[config.mk]
export PLATFORM = sky130hd
export DESIGN_NAME = feeder_jam_reverse_tracker
export DESIGN_NICKNAME = d
export VERILOG_FILES = /design/src/design/fjr_pkg.sv /design/src/design/feeder_jam_reverse_tracker.sv /design/src/design/fjr_cfg.sv /design/src/design/fjr_core.sv
export SDC_FILE = /design/constraint.sdc
export NUM_CORES = 1
export LEC_CHECK = 0
export BUFFER_PORTS_ARGS = -buffer_cell sky130_fd_sc_hd__buf_2
export CAP_MARGIN = 20
export CORE_MARGIN = 4
export CORE_UTILIZATION = 40
export DETAILED_ROUTE_END_ITERATION = 16
export GPL_TIMING_DRIVEN = 0
export HOLD_SLACK_MARGIN = 0.15
export SLEW_MARGIN = 10
export SYNTH_ARGS = -nofsm -noshare
export SYNTH_HDL_FRONTEND = slang
export SYNTH_SLANG_ARGS = --single-unit
[constraint.sdc]
create_clock -name clk -period 30.4 [get_ports clk]
set_clock_uncertainty 0.2 [all_clocks]
set_input_delay 3.04 -clock clk [delete_from_list [all_inputs] [get_ports clk]]
set_output_delay 3.04 -clock clk [all_outputs]
set_load 0.005 [all_outputs]
[src/design/fjr_pkg.sv]
// Shared types and constants for the feeder jam reverse tracker.
// No dependencies; imported by every module of the block.
package fjr_pkg;

	localparam int CFG_DATA_W = 31;
	localparam int CFG_IDX_W  = 3;

	// register indexes of the configuration port
	localparam logic [CFG_IDX_W-1:0] REG_CHECK_INTERVAL = 3'd0;
	localparam logic [CFG_IDX_W-1:0] REG_STALL_THRESH   = 3'd1;
	localparam logic [CFG_IDX_W-1:0] REG_REVERSE_DUR    = 3'd2;
	localparam logic [CFG_IDX_W-1:0] REG_FORWARD_SPEED  = 3'd3;
	localparam logic [CFG_IDX_W-1:0] REG_REVERSE_SPEED  = 3'd4;

	localparam logic [15:0]        CHECK_INTERVAL_RST = 16'd100;
	localparam logic [30:0]        STALL_THRESH_RST   = 31'd1000;
	localparam logic [15:0]        REVERSE_DUR_RST    = 16'd500;
	localparam logic signed [14:0] FORWARD_SPEED_RST  = -15'sd2500;
	localparam logic signed [14:0] REVERSE_SPEED_RST  = 15'sd1000;

	typedef struct packed {
		logic [15:0]        check_interval_ms;
		logic [30:0]        stall_angle_threshold;
		logic [15:0]        reverse_duration_ms;
		logic signed [14:0] forward_speed;
		logic signed [14:0] reverse_speed;
	} fjr_cfg_t;

	typedef struct packed {
		logic [31:0]        now_ms;
		logic signed [31:0] total_angle;
		logic               feed_enable;
	} fjr_in_t;

	typedef struct packed {
		logic signed [14:0] target_speed;
		logic               reversing;
		logic signed [31:0] fed_angle_total;
		logic [31:0]        cooling_ms_total;
	} fjr_out_t;

endpackage

[src/design/feeder_jam_reverse_tracker.sv]
// Feeder jam reverse tracker, top level: input register, tracker core,
// configuration registers and result register. Depends on fjr_pkg,
// fjr_cfg and fjr_core.
//
// One input beat per control tick gives exactly one result beat. A beat is
// captured in the input register, the next tracker state is computed from it
// combinationally and stored as it advances, and the result lands in the output
// register, so the result passes the input register and then the output register;
// a new beat can be taken every cycle while the output is not stalled.
// While a result waits in the output register the input register takes one
// more beat and then holds in_stall high until the result is taken.
// Configuration is written through cfg_we/cfg_index/cfg_data and should only
// change while idle.
module feeder_jam_reverse_tracker import fjr_pkg::*; (
	input  logic                  clk,
	input  logic                  arst_n,
	input  logic                  in_valid,
	output logic                  in_stall,
	input  fjr_in_t               in_data,
	output logic                  out_valid,
	input  logic                  out_stall,
	output fjr_out_t              out_data,
	input  logic                  cfg_we,
	input  logic [CFG_IDX_W-1:0]  cfg_index,
	input  logic [CFG_DATA_W-1:0] cfg_data
);

	fjr_cfg_t cfg;
	fjr_in_t  item_s1;
	logic     valid_s1;
	logic     advance;
	fjr_out_t result;

	fjr_cfg u_cfg (
		.clk       (clk),
		.arst_n    (arst_n),
		.cfg_we    (cfg_we),
		.cfg_index (cfg_index),
		.cfg_data  (cfg_data),
		.cfg       (cfg)
	);

	fjr_core u_core (
		.clk     (clk),
		.arst_n  (arst_n),
		.cfg     (cfg),
		.advance (advance),
		.item    (item_s1),
		.result  (result)
	);

	assign advance  = valid_s1 && (!out_valid || !out_stall);
	assign in_stall = valid_s1 && !advance;

	always_ff @(posedge clk or negedge arst_n) begin
		if (!arst_n) begin
			valid_s1 <= 1'b0;
		end else if (!in_stall) begin
			valid_s1 <= in_valid;
		end
	end

	always_ff @(posedge clk) begin
		if (in_valid && !in_stall) begin
			item_s1 <= in_data;
		end
	end

	always_ff @(posedge clk or negedge arst_n) begin
		if (!arst_n) begin
			out_valid <= 1'b0;
		end else if (advance) begin
			out_valid <= 1'b1;
		end else if (!out_stall) begin
			out_valid <= 1'b0;
		end
	end

	always_ff @(posedge clk) begin
		if (advance) begin
			out_data <= result;
		end
	end

endmodule

[src/design/fjr_cfg.sv]
// Configuration register file of the feeder jam reverse tracker.
// Depends on fjr_pkg for register indexes, reset values and fjr_cfg_t.
module fjr_cfg import fjr_pkg::*; (
	input  logic                  clk,
	input  logic                  arst_n,
	input  logic                  cfg_we,
	input  logic [CFG_IDX_W-1:0]  cfg_index,
	input  logic [CFG_DATA_W-1:0] cfg_data,
	output fjr_cfg_t              cfg
);

	fjr_cfg_t cfg_q;

	always_ff @(posedge clk or negedge arst_n) begin
		if (!arst_n) begin
			cfg_q.check_interval_ms     <= CHECK_INTERVAL_RST;
			cfg_q.stall_angle_threshold <= STALL_THRESH_RST;
			cfg_q.reverse_duration_ms   <= REVERSE_DUR_RST;
			cfg_q.forward_speed         <= FORWARD_SPEED_RST;
			cfg_q.reverse_speed         <= REVERSE_SPEED_RST;
		end else if (cfg_we) begin
			case (cfg_index)
				REG_CHECK_INTERVAL: cfg_q.check_interval_ms     <= cfg_data[15:0];
				REG_STALL_THRESH:   cfg_q.stall_angle_threshold <= cfg_data[30:0];
				REG_REVERSE_DUR:    cfg_q.reverse_duration_ms   <= cfg_data[15:0];
				REG_FORWARD_SPEED:  cfg_q.forward_speed         <= cfg_data[14:0];
				REG_REVERSE_SPEED:  cfg_q.reverse_speed         <= cfg_data[14:0];
				default: ;
			endcase
		end
	end

	assign cfg = cfg_q;

endmodule

[src/design/fjr_core.sv]
// Tracker state and per-tick update logic: feed accounting, cooling time,
// stall check and timed reverse. Depends on fjr_pkg.
module fjr_core import fjr_pkg::*; (
	input  logic     clk,
	input  logic     arst_n,
	input  fjr_cfg_t cfg,
	input  logic     advance,
	input  fjr_in_t  item,
	output fjr_out_t result
);

	logic [31:0] last_check_ms_q, last_check_angle_q, reverse_start_ms_q;
	logic [31:0] forward_ref_q, last_cool_ms_q, fed_acc_q, cooling_acc_q;
	logic        reverse_q, forward_ref_vld_q, last_cool_vld_q;

	logic [31:0] last_check_ms_d, last_check_angle_d, reverse_start_ms_d;
	logic [31:0] forward_ref_d, last_cool_ms_d, fed_acc_d, cooling_acc_d;
	logic        reverse_d, forward_ref_vld_d, last_cool_vld_d;

	logic [31:0]        now, angle, fref, lcool, diff, mag;
	logic               check_due;
	logic signed [14:0] target;

	always_comb begin
		now   = item.now_ms;
		angle = item.total_angle;
		fref  = forward_ref_vld_q ? forward_ref_q : angle;
		lcool = last_cool_vld_q ? last_cool_ms_q : now;
		diff  = angle - last_check_angle_q;
		mag   = diff[31] ? (32'd0 - diff) : diff;
		check_due = (now - last_check_ms_q) >= {16'd0, cfg.check_interval_ms};

		last_check_ms_d    = last_check_ms_q;
		last_check_angle_d = last_check_angle_q;
		reverse_start_ms_d = reverse_start_ms_q;
		forward_ref_d      = angle;
		forward_ref_vld_d  = 1'b1;
		last_cool_ms_d     = last_cool_ms_q;
		last_cool_vld_d    = last_cool_vld_q;
		fed_acc_d          = fed_acc_q;
		cooling_acc_d      = cooling_acc_q;
		reverse_d          = reverse_q;
		target             = '0;

		if (item.feed_enable) begin
			cooling_acc_d   = cooling_acc_q + (now - lcool);
			last_cool_ms_d  = now;
			last_cool_vld_d = 1'b1;

			// reference holds while reversing; it moves on when feeding forwards or at reverse end
			forward_ref_d = fref;
			if (!reverse_q) begin
				target        = cfg.forward_speed;
				fed_acc_d     = fed_acc_q + (fref - angle);
				forward_ref_d = angle;
			end

			if (check_due) begin
				if (mag < {1'b0, cfg.stall_angle_threshold} && !reverse_q) begin
					reverse_d          = 1'b1;
					reverse_start_ms_d = now;
					target             = cfg.reverse_speed;
				end
				last_check_ms_d    = now;
				last_check_angle_d = angle;
			end

			// reverse end keeps whatever target was set this tick
			if (reverse_d) begin
				if ((now - reverse_start_ms_d) >= {16'd0, cfg.reverse_duration_ms}) begin
					reverse_d     = 1'b0;
					forward_ref_d = angle;
				end else begin
					target = cfg.reverse_speed;
				end
			end
		end
	end

	always_ff @(posedge clk or negedge arst_n) begin
		if (!arst_n) begin
			last_check_ms_q    <= '0;
			last_check_angle_q <= '0;
			reverse_start_ms_q <= '0;
			forward_ref_q      <= '0;
			last_cool_ms_q     <= '0;
			fed_acc_q          <= '0;
			cooling_acc_q      <= '0;
			reverse_q          <= 1'b0;
			forward_ref_vld_q  <= 1'b0;
			last_cool_vld_q    <= 1'b0;
		end else if (advance) begin
			last_check_ms_q    <= last_check_ms_d;
			last_check_angle_q <= last_check_angle_d;
			reverse_start_ms_q <= reverse_start_ms_d;
			forward_ref_q      <= forward_ref_d;
			last_cool_ms_q     <= last_cool_ms_d;
			fed_acc_q          <= fed_acc_d;
			cooling_acc_q      <= cooling_acc_d;
			reverse_q          <= reverse_d;
			forward_ref_vld_q  <= forward_ref_vld_d;
			last_cool_vld_q    <= last_cool_vld_d;
		end
	end

	always_comb begin
		result.target_speed     = target;
		result.reversing        = reverse_d;
		result.fed_angle_total  = fed_acc_d;
		result.cooling_ms_total = cooling_acc_d;
	end

endmodule
==> impl_metrics.env, run 1 <==
export IMPL_status="finished, final reports clean"
export IMPL_port_buffers=185
export IMPL_drv_cap=0
export IMPL_dieWidth_um=287
export IMPL_grt_pass1_wl_um=138000
export IMPL_multi_input_area_um2=16700
export IMPL_ys_warn_count=0
export IMPL_area_growth_syn_to_layout_pct=13.3
export IMPL_postCtsSetupRepairBufs=0
export IMPL_numClockSinks=467
export IMPL_final_nets=4081
export IMPL_slew_violations=0
export IMPL_rr_worst_depth=59
export IMPL_final_setup_tns_ns=0
export IMPL_rrSetupSlack_ns=14.82
export IMPL_synthArstFlopShare_pct=69.0
export IMPL_syn_inst=3448
export IMPL_track_usage_pct=21.0
export IMPL_wl_per_cell_um=18.1
export IMPL_synth_seq_area_share_pct=39.9
export IMPL_fillCellCount=7743
export IMPL_ff_latch_area_um2=12400
export IMPL_worstPathMaxFanout=10
export IMPL_drt_first_iter_violations=1571
export IMPL_via_per_inst=5.22
export IMPL_hp_class="reg2reg"
export IMPL_clkLatencyLatePin_ns=0.61
export IMPL_finalCriticalPeriod_ns=15.58
export IMPL_required_ns=30.68
export IMPL_initial_core_util_pct=40.3
export IMPL_rows=102
export IMPL_power_density_nw_per_um2=116
export IMPL_worstPathArrival_ns=15.86
export IMPL_cts_root_buffer="clkbuf_16"
export IMPL_hpwl_um=67100
export IMPL_cts_buffer_depth=3
export IMPL_grt_overflow_total=0
export IMPL_cts_buffers_inserted=54
export IMPL_antenna_found_initial=2
export IMPL_synth_seq_cells=467
export IMPL_path_class="reg2reg"
export IMPL_dr_pass1_iters=6
export IMPL_ys_types=91
export IMPL_grt_pass1_vias=24700
export IMPL_place_gp_congestion=0.917
export IMPL_slowest_stage="edfxtp_1"
export IMPL_cts_tree="yes"
export IMPL_htreeDepth=2
export IMPL_ant_nets=0
export IMPL_rsz0062_at_grt="no"
export IMPL_coreArea_um2=77300
export IMPL_synth_largest_area_cell="dfrtp_1"
export IMPL_finalSetupViolCount=0
export IMPL_yosys_top_cells_area="dfrtp_1, edfxtp_1, ha_1"
export IMPL_whs_endpoint="u_core.last_cool_ms_q[26]"
export IMPL_r2r_end="out_data[78]"
export IMPL_cts_repair_resize_count=0
export IMPL_power_leakage_nw=15.9
export IMPL_slew_headroom_pct=33.2
export IMPL_drc=0
export IMPL_drive_gt1_share_pct=11.3
export IMPL_drt_wl_total_um=86500
export IMPL_hold_path_depth=2
export IMPL_hp_start="u_core.last_cool_ms_q[26]"
export IMPL_dieArea_um2=82500
export IMPL_ctsHoldBuffers=0
export IMPL_hold_violations=0
export IMPL_synth_main_ff_cell="dfrtp_1"
export IMPL_crit_path_end_kind="flip-flop"
export IMPL_max_freq_ghz=0.0642
export IMPL_final_core_util_pct=45.7
export IMPL_die_height_um=287
export IMPL_worst_pin_slew_ns=0.991
export IMPL_synth_area_per_cell_um2=9.04
export IMPL_period_share_pct=51.3
export IMPL_start_kind="flip-flop"
export IMPL_cp_slowest_stage_delay_ns=0.55
export IMPL_path_clk_slew_ns=0.06
export IMPL_synth_top_area_share_pct=23.4
export IMPL_io_pins=186
export IMPL_grt_max_degree=102
export IMPL_synth_edff_count=145
export IMPL_netlist_area_um2=31200
export IMPL_synth_net_count=3834
export IMPL_num_vias=25000
export IMPL_ir_worst_vdd_mv=0.0551
export IMPL_r2r_start="item_s1[1]"
==> Yosys cell counts, types with 8 or more instances <==
master and n:
or2_2 13, nand3_1 86, and2_1 25, or3_1 16
dfrtp_1 292, buf_2 10, nor3_1 48, clkbuf_1 116
nand2b_1 31, dfstp_2 30, xor2_1 48, mux2_2 58
o21bai_1 15, nand4_1 17, a211o_1 10, a21oi_1 182
nand2_1 469, a31o_1 30, o21ai_1 19, o21ai_0 435
xnor2_1 96, a211oi_1 23, o22ai_1 19, a21boi_0 10
nor2_1 147, nor2b_1 34, a21o_1 55, inv_1 392
ha_1 217, o31ai_1 19, o21a_1 26, nor4_1 8
buf_1 12, mux2i_1 52, a31oi_1 21, and3_1 20
fa_1 65, edfxtp_1 145, o211ai_1 11
==> flip-flops by register name, indices dropped and copies added, names as in the netlist, 32 cells and up <==
signal	flops
item_s1	65
out_data	80
u_cfg.cfg	93
u_core.cooling_acc_q	32
u_core.fed_acc_q	32
u_core.forward_ref_q	32
u_core.last_check_angle_q	32
u_core.last_check_ms_q	32
u_core.last_cool_ms_q	32
u_core.reverse_start_ms_q	32
==> worst max path at each step <==
stage | slack [ns] | start | endpoint
CTS | 14.75 | item_s1[1] | out_data[78]
global route | 13.87 | item_s1[1] | out_data[78]
detailed placement | 14.86 | item_s1[1] | out_data[78]
floorplan | 19.12 | item_s1[1] | u_core.forward_ref_q[10]
finish | 14.82 | item_s1[1] | out_data[78]
global placement | 14.77 | item_s1[1] | out_data[78]
==> cell type report <==
cell class | instances | share of cell area [%]
clock inverter | 26 | 0.712
inverter | 393 | 4.18
multi-input combinational | 2445 | 47.2
sequential | 467 | 35.2
buffer | 143 | 1.68
clock buffer | 73 | 4.26
timing repair buffer | 191 | 3.07
tap | 1040 | 3.68
antenna | 1 | 0.00708
==> routing by layer <==
layer	up-vias	track usage, %	wire [um]
met5	-	0	0
met2	549	36.2	41600
met1	11900	27.7	38500
met4	0	6.43	2690
met3	120	2.37	3700
li1	12400	-	-
==> layout by cell type (no fill, tap or decap), drive strengths merged, types with 12 or more instances in the layout <==
cell type    n
o21ai      455
o22ai       19
and3        20
or3         16
o211ai      12
dfrtp      292
xor2        48
nor3        50
xnor2       98
a21oi      185
ha         217
dfstp       30
inv        394
nand4       17
a31oi       22
a211oi      25
o21bai      15
or2         13
o31ai       20
nor2b       34
edfxtp     145
mux2        58
nand2      469
nand3       86
fa          65
o21a        26
a21o        55
mux2i       52
nand2b      31
and2        25
nor2       147
clkbuf     189
clkinv      17
a31o        36
buf        218
==> logic make-up after synthesis <==
kind of cell,Yosys count,share of synthesized area (%)
muxes,110,3.76
adders and majority gates,283,12.9
AOI/OAI and AO/OA,964,18.9
buffers and inverters,536,6.61
and+or+nand+nor,942,13.7
xor gates and xnor gates,146,4.19
DFF,467,39.9
==> critical path, delay by kind of cell (launching register included) <==
| family | cells | cell delay [ns] |
|---|---|---|
| XOR/XNOR | 2 | 0.36 |
| AO/OA/AOI/OAI | 29 | 6.94 |
| flip-flops | 1 | 0.55 |
| AND/OR/NAND/NOR | 15 | 3.80 |
| adder cells (fa/ha/maj) | 6 | 1.88 |
| buffers and inverters | 7 | 1.66 |
==> stage by stage <==
stage	hold WS (ns)	power [mW]	cell area (um2)	worst slack, ns	cells
6_report	0.276	4.09	35300	14.82	4779
3_5_place_dp	0.270	3.44	33600	14.86	4679
5_1_grt	0.299	4.49	35300	13.87	4779
3_3_place_gp	0.261	3.41	33400	14.77	4673
4_1_cts	0.283	4.12	35300	14.75	4778
2_1_floorplan	0.246	2.80	31200	19.12	3448
==> report_power, final <==
group          leakage (nW)  internal, mW  switching (mW)
registers              5.32         0.858          0.0773
logic                  9.69          1.00            1.50
clock network         0.853         0.380           0.272
total                  15.9          2.24            1.85
Note: power is estimated with default switching activity, not from simulation.
==> inputs of run 2 (changes only) <==
Settings changed: ABC_AREA from default to 1.
Clock period 30.4 ns to 15.9 ns, I/O delays scaled along.
==> run 2 against run 1 <==
- flip-flop and latch count stayed put
- worst hold slack worse by 0.011 ns
- count of clock-buffer cells in the layout is 5 lower
- sequential power is 99% higher
- clock power is 110% higher
- combinational power is 94% higher
- register-to-register slack worse by 11 ns
- global-route usage is 1.7 points higher
- sequential share of layout area is 1.1 points lower
- synthesized area is 3.2% higher
- wire length is 14% higher
==> impl_metrics.env, run 2 <==
export IMPL_finalSetupViolCount=0
export IMPL_syn_inst=4206
export IMPL_netlist_area_um2=32200
export IMPL_htreeDepth=2
export IMPL_place_gp_congestion=0.924
export IMPL_ant_nets=0
export IMPL_synth_main_ff_cell="dfrtp_1"
export IMPL_dp_cells=5446
export IMPL_grt_overflow_total=0
export IMPL_synth_common_cells="nand2_1, inv_1, o21ai_0, dfrtp_1, nor2_1"
export IMPL_largest_register_ffs=93
export IMPL_power_density_nw_per_um2=221
export IMPL_pwr_share_seq_pct=23.0
export IMPL_grt_pass1_wl_um=153000
export IMPL_drc=0
export IMPL_finalCriticalPeriod_ns=12.42
export IMPL_cts_buffers_inserted=56
export IMPL_grt_pass1_vias=27100
export IMPL_status="finished, final reports clean"
export IMPL_hp_class="reg2reg"
export IMPL_dieArea_um2=85000
export IMPL_slowest_stage="nor2_1"
export IMPL_drv_cap=0
export IMPL_cp_slowest_stage_delay_ns=0.75
export IMPL_synth_net_count=4592
export IMPL_netSwitchingPower_mw=3.85
export IMPL_slew_headroom_pct=29.8
export IMPL_p_clk_share_pct=16.8
export IMPL_synthArstFlopShare_pct=69.0
export IMPL_clkLatencyLatePin_ns=0.64
export IMPL_ir_worst_vdd_mv=0.124
export IMPL_worstPathMaxFanout=10
export IMPL_final_nets=4840
export IMPL_coreArea_um2=79400
export IMPL_critPathMostFrequentCell="nand2_1"
export IMPL_synth_seq_cells=467
export IMPL_cts_buffer_depth=3
export IMPL_drt_first_iter_violations=2365
export IMPL_p_int_mw=4.22
export IMPL_final_cell_mix="nand2_1, inv_1, o21ai_0"
export IMPL_mostFrequentLayoutCell="nand2_1"
export IMPL_ys_types=59
export IMPL_power_leakage_nw=18.4
export IMPL_drt_wl_total_um=98200
export IMPL_period_share_pct=78.1
export IMPL_post_synth_top_count_cell="nand2_1"
export IMPL_synth_largest_area_cell="dfrtp_1"
export IMPL_path_clk_slew_ns=0.06
export IMPL_ys_warn_count=0
export IMPL_numClockSinks=467
export IMPL_grt_max_degree=102
export IMPL_dr_pass1_iters=5
export IMPL_start_kind="flip-flop"
export IMPL_hold_violations=0
export IMPL_path_class="reg2reg"
export IMPL_worst_pin_slew_ns=1.05
export IMPL_via_per_inst=5.14
export IMPL_synth_top_area_share_pct=22.7
export IMPL_dieWidth_um=292
export IMPL_hpwl_um=77900
export IMPL_fin_cells=5551
export IMPL_fillCellCount=8111
export IMPL_die_height_um=292
export IMPL_final_setup_tns_ns=0
export IMPL_synth_edff_count=145
export IMPL_synth_seq_area_share_pct=38.7
export IMPL_port_buffers=185
export IMPL_crit_path_end_kind="flip-flop"
export IMPL_synth_area_per_cell_um2=7.65
export IMPL_io_pins=186
export IMPL_area_growth_syn_to_layout_pct=13.5
export IMPL_rows=103
export IMPL_num_vias=28500
export IMPL_postCtsSetupRepairBufs=0
export IMPL_yosys_top_cells_area="dfrtp_1, edfxtp_1, nand2_1"
export IMPL_cts_root_buffer="clkbuf_16"
export IMPL_ctsHoldBuffers=0
export IMPL_rsz0062_at_grt="no"
export IMPL_track_usage_pct=22.7
export IMPL_worstPathArrival_ns=12.63
export IMPL_netSwitchingFraction_pct=47.7
export IMPL_antenna_found_initial=5
export IMPL_required_ns=16.11
export IMPL_cts_tree="yes"
export IMPL_slew_violations=0
export IMPL_drive_gt1_share_pct=8.98
export IMPL_comb_power_share_pct=60.1
export IMPL_cts_repair_resize_count=0
export IMPL_wl_per_cell_um=17.7
export IMPL_max_freq_ghz=0.0805
export IMPL_initial_core_util_pct=40.5
export IMPL_antennaDiodeCount=0
-- run 2: path summary, 6_finish.rpt --
kind | slack [ns] | from | cells after the start | to
hold reg to reg | 0.27 | valid_s1 | 2 | out_valid
max in group asynchronous | 13.45 | arst_n | 3 | u_core.reverse_start_ms_q[28]
setup reg to reg | 3.48 | item_s1[1] | 60 | out_data[64]
min in group asynchronous | 0.70 | arst_n | 1 | u_core.fed_acc_q[24]
setup / recovery | 3.48 | item_s1[1] | 60 | out_data[64]
hold / removal | 0.27 | valid_s1 | 2 | out_valid
-- run 2: cell families after synthesis --
group | after synthesis | synth area share (%)
xor+xnor | 116 | 3.18
fa+ha+maj | 282 | 12.5
compound gates | 836 | 13.7
flops | 467 | 38.7
simple gates | 1658 | 21.9
buf+inv | 847 | 10.0
-- run 2: worst max-delay path: cells and delay by family, from the launching register on --
kind                       cells  cell delay, ns
AOI/OAI and AO/OA              8            2.48
xor gates and xnor gates       2            0.41
adders and majority gates      5            1.56
buffers and inverters          7            1.27
DFF                            1            0.44
and+or+nand+nor               38            5.81
-- run 2: metal layers --
metal	GRT usage, %	routed length, um	up-vias	part of all wire, %
li1	-	-	14100	-
met1	33.0	46000	13500	47
met2	35.6	43400	810	44
met3	3.32	6310	131	6.4
met4	5.88	2490	2	2.5
met5	0	13	-	0.013
-- run 2: power by group through the flow --
stage                     registers (mW)  logic [mW]  clock network [mW]
final                               1.86        4.85                1.36
after global routing                1.90        5.56                1.43
after CTS                           1.86        4.85                1.38
after detailed placement            1.88        4.82                   0
after global placement              1.88        4.74                   0
after floorplan                     1.84        3.56                   0
-- run 2: cell type report --
type                    instances  area, um2  area share, %
well taps                    1050       1310           3.60
inverters                     724       2720           7.45
multi-input cells            2892      16500           45.2
repair buffers                190       1070           2.92
clock inverters                37        425           1.17
flip-flops and latches        467      12400           34.1
plain buffers                 123        510           1.40
clock buffers                  68       1520           4.16
-- run 2: stage by stage --
stage | hold WS [ns] | instance area [um2] | total power [mW] | setup WS [ns] | util (%)
2_1_floorplan | 0.234 | 32200 | 5.40 | 7.02 | -
3_3_place_gp | 0.243 | 34400 | 6.62 | 3.82 | 43.4
3_5_place_dp | 0.260 | 34600 | 6.70 | 3.73 | 43.5
4_1_cts | 0.275 | 36500 | 8.10 | 3.66 | 46.0
5_1_grt | 0.297 | 36500 | 8.89 | 2.55 | 46.0
6_report | 0.265 | 36500 | 8.07 | 3.48 | 46.0
